$ cat src/rtl/hmvg_pkg.sv
// shared types and constants of the heightfield mesh vertex generator
package hmvg_pkg;

  // field and port widths
  localparam int S_TDATA_W  = 32;
  localparam int M_TDATA_W  = 256;
  localparam int CFG_IDX_W  = 2;
  localparam int CFG_DATA_W = 24;
  localparam int GRID_W     = 14;
  localparam int TILE_W     = 24;
  localparam int ROW_W      = 13;
  localparam int MAX_ROWS   = 8192;
  localparam int IDX_W      = 26;
  localparam int POS_W      = 38;
  localparam int HGT_W      = 32;
  localparam int TEX_W      = 35;
  localparam int NRM_W      = 16;

  // register indexes
  localparam logic [CFG_IDX_W-1:0] CFG_GRID_WIDTH  = 2'd0;
  localparam logic [CFG_IDX_W-1:0] CFG_GRID_HEIGHT = 2'd1;
  localparam logic [CFG_IDX_W-1:0] CFG_TILE_SIZE   = 2'd2;

  // iteration counts of the shared units
  localparam int MUL_OPS     = 8;
  localparam int MUL_CYCLES  = 9;
  localparam int SQRT_STEPS  = 32;
  localparam int DIV_STEPS   = 15;
  localparam logic signed [NRM_W-1:0] NRM_ONE = 16'sd16384;

  typedef enum logic [2:0] {
    ST_IDLE,
    ST_READ,
    ST_LOAD,
    ST_MUL,
    ST_SQRT,
    ST_DINIT,
    ST_DIV,
    ST_EMIT
  } hmvg_state_t;

  typedef enum logic [2:0] {
    MS_SQ_X,
    MS_SQ_Y,
    MS_SQ_Z,
    MS_POS_X,
    MS_POS_Z,
    MS_TEX_U,
    MS_TEX_V,
    MS_INDEX
  } hmvg_mul_op_t;

  typedef struct packed {
    logic accept;
    logic build;
    logic load;
    logic mul;
    logic sqrt;
    logic div_init;
    logic div;
    logic emit;
  } hmvg_cmd_t;

  typedef struct packed {
    logic none;
    logic more;
    logic mul_last;
    logic sqrt_last;
    logic div_last;
    logic out_free;
  } hmvg_status_t;

endpackage

$ cat src/rtl/hmvg_controller.sv
// sequencing state machine of the vertex generator
module hmvg_controller (
  input  logic                  clk,
  input  logic                  rst,
  input  logic                  s_tvalid,
  output logic                  s_tready,
  input  hmvg_pkg::hmvg_status_t st,
  output hmvg_pkg::hmvg_cmd_t    cmd
);
  import hmvg_pkg::*;

  hmvg_state_t state, state_next;

  // state register
  always_ff @(posedge clk) begin
    if (rst) begin
      state <= ST_IDLE;
    end else begin
      state <= state_next;
    end
  end

  // next state and commands
  always_comb begin
    state_next = state;
    cmd        = '0;
    s_tready   = 1'b0;
    case (state)
      ST_IDLE: begin
        s_tready = 1'b1;
        if (s_tvalid) begin
          cmd.accept = 1'b1;
          state_next = ST_READ;
        end
      end
      ST_READ: begin
        cmd.build  = 1'b1;
        state_next = st.none ? ST_IDLE : ST_LOAD;
      end
      ST_LOAD: begin
        cmd.load   = 1'b1;
        state_next = ST_MUL;
      end
      ST_MUL: begin
        cmd.mul = 1'b1;
        if (st.mul_last) state_next = ST_SQRT;
      end
      ST_SQRT: begin
        cmd.sqrt = 1'b1;
        if (st.sqrt_last) state_next = ST_DINIT;
      end
      ST_DINIT: begin
        cmd.div_init = 1'b1;
        state_next   = ST_DIV;
      end
      ST_DIV: begin
        cmd.div = 1'b1;
        if (st.div_last) state_next = ST_EMIT;
      end
      ST_EMIT: begin
        if (st.out_free) begin
          cmd.emit   = 1'b1;
          state_next = st.more ? ST_LOAD : ST_IDLE;
        end
      end
      default: state_next = ST_IDLE;
    endcase
  end

endmodule

$ cat config.mk
export PLATFORM = sky130hd
export DESIGN_NAME = hmvg_controller
export DESIGN_NICKNAME = d
export VERILOG_FILES = /design/src/rtl/hmvg_pkg.sv /design/src/rtl/hmvg_controller.sv
export SDC_FILE = /design/constraint.sdc
export NUM_CORES = 1
export LEC_CHECK = 0
export BUFFER_PORTS_ARGS = -buffer_cell sky130_fd_sc_hd__buf_2
export CORE_AREA = 4 4 41 43
export CTS_BUF_LIST = sky130_fd_sc_hd__clkbuf_4 sky130_fd_sc_hd__clkbuf_8
export CTS_CLUSTER_SIZE = 25
export DETAILED_ROUTE_END_ITERATION = 12
export DIE_AREA = 0 0 45 47
export GPL_TIMING_DRIVEN = 0
export PLACE_DENSITY = 0.52
export SYNTH_ARGS = -nofsm -noshare
export SYNTH_HDL_FRONTEND = slang
export SYNTH_SLANG_ARGS = --single-unit
$ cat constraint.sdc
create_clock -name clk -period 1.15 [get_ports clk]
set_input_delay 0.0575 -clock clk [delete_from_list [all_inputs] [get_ports clk]]
set_output_delay 0.0575 -clock clk [all_outputs]
set_load 0.01 [all_outputs]
==> results of run 1 <==
-- power by group through the flow --
stage	sequential, uW	combinational, uW	clock, uW
floorplan	119	144	0
global placement	120	202	0
detailed placement	120	203	0
CTS	130	230	219
global route	135	288	225
finish	134	259	205
-- per-stage QoR --
stage / setup slack [ps] / power (uW)
finish: -28.6 / 599
CTS: -45.1 / 578
detailed placement: -42.0 / 323
global route: -93.0 / 648
floorplan: 24.8 / 263
global placement: -46.2 / 322
-- critical path, cell delays in order, from the launching register on --
cell,delay (ps)
dfxtp_4,350
buf_6,140
nor3_4,150
and2_1,130
buf_2,120
-- area by class of cell --
cell class                      instances  area, sq um
Inverter                                2         7.51
Multi-Input combinational cell         29          220
Timing Repair Buffer                   25          149
Buffer                                  3         33.8
Clock buffer                            4         30.0
Sequential cell                         3         66.3
Tap cell                               15         18.8
Fill cell                             149          776
-- routing by layer --
| metal | up-vias | part of all wire [%] |
|---|---|---|
| met3 | 2 | 7.2 |
| met5 | - | 0 |
| met1 | 167 | 42 |
| met4 | 0 | 1.3 |
| li1 | 193 | - |
| met2 | 15 | 49 |
-- Yosys cell counts --
library cell,instances
nor3_1,5
nor2_1,4
dfxtp_1,3
and3_1,2
buf_2,2
buf_4,2
inv_1,2
mux2i_1,2
nand2_1,2
nor2b_1,2
a211oi_1,1
a21oi_1,1
a221oi_2,1
a32oi_1,1
and2_1,1
nand3_1,1
nor3b_1,1
o211a_1,1
o21ba_1,1
o21ba_2,1
o21bai_1,1
o31a_1,1
-- how the worst max path moves through the flow --
stage | start | slack (ps) | cells past startpoint | to
finish | state[1] | -30 | 4 | cmd[7]
global route | state[2] | -90 | 4 | cmd[7]
CTS | state[1] | -50 | 4 | cmd[7]
detailed placement | state[2] | -40 | 4 | state[1]
global placement | state[2] | -50 | 4 | state[1]
floorplan | state[1] | 20 | 4 | state[1]
-- timing repair --
item	4_1_cts	5_1_grt
pin swaps	2	3
hold buffers	1	0
endpoints found under the setup margin	10	6
cloned	0	1
gates resized for setup	10	5
hold endpoints to repair	1	0
buffers inserted	4	2
-- cell usage in the layout, fill, tap and decap left out, types with 2 or more instances in the layout --
master	instances
clkbuf_4	4
nor3_2	2
and3_1	2
nor3_1	2
buf_6	4
mux2i_1	2
buf_4	5
dfxtp_2	2
buf_2	18
nor2_1	4
nand2_1	2
nor2b_1	2
-- cell families after synthesis --
family	synth area share, %
flops	21.0
compound gates	28.8
simple gates	31.9
mux	6.99
buf+inv	11.4
==> flow_summary.json, run 1 <==
{
  "via_count": 377,
  "cap_viol_max_count": 0,
  "largest_reg_flops": 3,
  "drt_iter0_drc": 4,
  "syn_nets": 47,
  "synthTopCellsByArea": "dfxtp_1, nor3_1, mux2i_1",
  "ant_nets": 0,
  "grtUsageMet1_pct": 10.4,
  "min_to": "state[2]",
  "synth-seq-area-share_pct": 21.0,
  "post-route-drc-count": 0,
  "io_pins": 18,
  "min_from": "st[0]",
  "grt_pass1_wl_um": 1410,
  "hold_viol": 0,
  "first_global_vias": 369,
  "grt_start_max_net_pins": 11,
  "viasPerCell": 4.65,
  "cts.clk_slew.worst_paths_ps": 40,
  "start_util_pct": 22.0,
  "die_w_um": 45,
  "rr_endpoint": "state[1]",
  "p_comb_share_pct": 43.3,
  "cts_max_level": 1,
  "cp-start-kind": "flop",
  "area_growth_pct": 83.4,
  "post_drt_wl_per_cell_um": 11.1,
  "syn_area_per_cell_sq_um": 7.54,
  "synth_area_leader_cell": "dfxtp_1",
  "cts_tree": "done",
  "largest_registers": "state (3)",
  "drive_gt1_share_pct": 62.1,
  "slew_viol_final": 0,
  "cts_buffers": 3,
  "place_area_sq_um": 395,
  "yosysUniqueCellTypes": 22,
  "grtUsageMet2_pct": 15.3,
  "dp.cells": 70,
  "tightest_slew_ps": 259,
  "p_sw_uw": 185,
  "syn_inst": 38,
  "core-area_sq_um": 1300,
  "yosys_warnings": 0,
  "antenna_found_initial": 0,
  "min_path_type": "input pin to flop",
  "p_seq_share_pct": 22.3,
  "peakVddDrop_mv": 0.499,
  "setup_viol": 1,
  "outcome": "complete, but fails checks",
  "r2r-start": "state[1]",
  "finalSetupTns_ps": -28.6,
  "final_core_util_pct": 40.4,
  "skew_ps": 1.67,
  "rsz0062_at_grt": "true",
  "cellLeakagePower_uw": 0.000261,
  "max_freq_ghz": 0.848,
  "setup_ws_ps": -28.6,
  "die_h_um": 47,
  "swShare_pct": 30.9,
  "clk_latency_ps": 230,
  "stdcell_count": 81,
  "top_usage_layer": "met2",
  "placementRows": 13,
  "die_area_sq_um": 2120,
  "timing.hold.ws_ps": 184,
  "clockRootBuffer": "clkbuf_4",
  "antenna_cells": 0,
  "syn-cell-area_sq_um": 287,
  "grt_usage_pct": 9.31,
  "r2r_cells": 4,
  "grt_overflow": 0,
  "failed_checks": "negative setup slack",
  "fin_crit_ps": 1180,
  "critPathRequiredTime_ps": 1090,
  "finalCritPeriodShare_pct": 102,
  "cts_sinks": 3,
  "maxSlewHeadroom_pct": 82.6,
  "final_nets": 76,
  "fin_area_sq_um": 526,
  "wl_um": 898,
  "regMostFlops": "state",
  "cp.arrival_ps": 1120,
  "routabilityCongestion": 0.778,
  "clkPwrFrac_pct": 34.3,
  "first_pass_iters": 4,
  "hpwl_um": 587,
  "holdPathStages": 4,
  "synth_seq_cells": 3,
  "pwr_density_cell_nw_per_um2": 1140,
  "r2r_slack_ps": 10,
  "synth_top_area_share_pct": 21.0,
  "portBuffers": 17,
  "critical_path_class": "flop to output port",
  "p_int_uw": 414,
  "met3_usage_pct": 2.30,
  "crit_fanout": 8,
  "endpoint_kind": "output port",
  "clockBufferDepth": 2
}
Power figures use the tool's default switching activity.
==> run 2: changes to the inputs <==
Settings changed: CTS_BUF_LIST sky130_fd_sc_hd__clkbuf_4 sky130_fd_sc_hd__clkbuf_8 to not set.
==> flow_summary.json, run 2 (synthesized netlist as in run 1, its figures left out) <==
{
  "outcome": "complete, but fails checks",
  "failed_checks": "negative setup slack",
  "rr_endpoint": "state[1]",
  "clockRootBuffer": "clkbuf_4",
  "cts_tree": "done",
  "r2r-start": "state[1]",
  "largest_registers": "state (3)",
  "first_pass_iters": 3,
  "hpwl_um": 587,
  "max_stage_delay_ps": 330,
  "largest_reg_flops": 3,
  "post-route-drc-count": 0,
  "r2r_slack_ps": 20,
  "dp.cells": 70,
  "holdPathStages": 4,
  "pwr_density_cell_nw_per_um2": 1100,
  "cts_max_level": 1,
  "cts_sinks": 3,
  "crit_chain": "buf_6 > nor3_4 > and2_1 > buf_2",
  "grt_start_max_net_pins": 11,
  "mostFrequentLayoutCell": "buf_2",
  "cts.clk_slew.worst_paths_ps": 40,
  "cellLeakagePower_uw": 0.000260,
  "first_global_vias": 375,
  "stdcell_count": 81,
  "cp-endpoint": "cmd[7]",
  "seq_area_sq_um": 66.3,
  "final_nets": 76,
  "r2r_cells": 4,
  "ant_nets": 0,
  "critPathRequiredTime_ps": 1090,
  "die_w_um": 45,
  "multi_input_area_sq_um": 236,
  "peakVddDrop_mv": 0.501,
  "rsz0062_at_grt": "true",
  "portBuffers": 17,
  "cp_slowest_cell": "dfxtp_2",
  "endpoint_kind": "output port",
  "cp.arrival_ps": 1120,
  "viasPerCell": 4.77,
  "tightest_slew_ps": 221,
  "io_pins": 18,
  "cp-start-kind": "flop",
  "min_path_type": "input pin to flop",
  "placementRows": 13,
  "drt_iter0_drc": 3,
  "finalCritPeriodShare_pct": 102,
  "cap_viol_max_count": 0,
  "regMostFlops": "state",
  "core-area_sq_um": 1300,
  "grt_pass1_wl_um": 1440,
  "maxSlewHeadroom_pct": 84.8,
  "area_growth_pct": 86.5,
  "via_count": 386,
  "die_area_sq_um": 2120,
  "grt_overflow": 0,
  "cts_buffers": 3,
  "antenna_found_initial": 0,
  "grt_usage_pct": 9.70,
  "setup_viol": 2,
  "antenna_cells": 0,
  "slew_viol_final": 0,
  "setup_ws_ps": -23.4,
  "num-fill-cells": 151,
  "final_cell_mix": "buf_2, buf_4, nor2_1",
  "fin_crit_ps": 1170,
  "clockBufferDepth": 2,
  "start_util_pct": 22.0,
  "routabilityCongestion": 0.778,
  "place_area_sq_um": 395,
  "wl_um": 921,
  "fin_area_sq_um": 534,
  "cp-startpoint": "state[2]",
  "hold_viol": 0,
  "drive_gt1_share_pct": 63.6,
  "max_freq_ghz": 0.852,
  "post_drt_wl_per_cell_um": 11.4,
  "crit_fanout": 8,
  "die_h_um": 47,
  "clk_latency_ps": 230,
  "critical_path_class": "flop to output port",
  "skew_ps": 0.750
}
[run 2: cell counts in the layout (fill, tap and decap cells not counted)]
No cell type changed its count.
[run 2: cell type report]
cell class	count	share of cell area, %
multi-input cells	29	44.3
well taps	15	3.51
inverters	2	1.41
flip-flops and latches	3	12.4
clock buffers	4	4.92
plain buffers	3	6.32
repair buffers	25	27.2
[run 2: worst min path at each step]
stage | start | to | slack [ps]
floorplan | rst | state[2] | 130
global placement | rst | state[2] | 250
detailed placement | rst | state[2] | 250
CTS | st[0] | state[2] | 160
global route | st[0] | state[2] | 220
finish | st[0] | state[2] | 180
[run 2: stage by stage]
step           setup TNS [ps]  hold WS [ps]  util [%]  total power, uW  setup WS (ps)
3_5_place_dp            -58.3           252      30.4              323          -42.0
2_1_floorplan               0           130         -              263           24.8
3_3_place_gp            -52.1           246      30.4              322          -46.2
6_report                -29.8           183      41.1              586          -23.4
4_1_cts                 -73.5           160      36.9              557          -47.6
5_1_grt                  -250           223      41.1              636           -105
[run 2: layer usage]
metal  global-route usage (%)  up-vias  share of wire [%]
met5                        0        -                  0
met4                     8.77        0                3.1
met3                     2.30        4                6.9
met2                     15.5       15                 48
met1                     10.6      172                 42
li1                         -      195                  -
[run 2: timing repair]
action                     4_1_cts  5_1_grt
setup buffers                    4        2
pin swaps                        2        6
hold buffers                     1        0
gates cloned                     0        1
setup endpoints to repair       10        7
hold endpoints to repair         1        0
gates resized for setup         10        7
[run 2: report_power, final]
group          switching (uW)  internal [uW]
clock network            53.4            130
logic                     125            144
registers                14.3            119
total                     193            393
[run 2: worst max-delay path, delay by kind of cell (launching register included)]
family / cells / cell delay, ps
flip-flops: 1 / 330
AND/OR/NAND/NOR: 2 / 300
buffers and inverters: 2 / 260
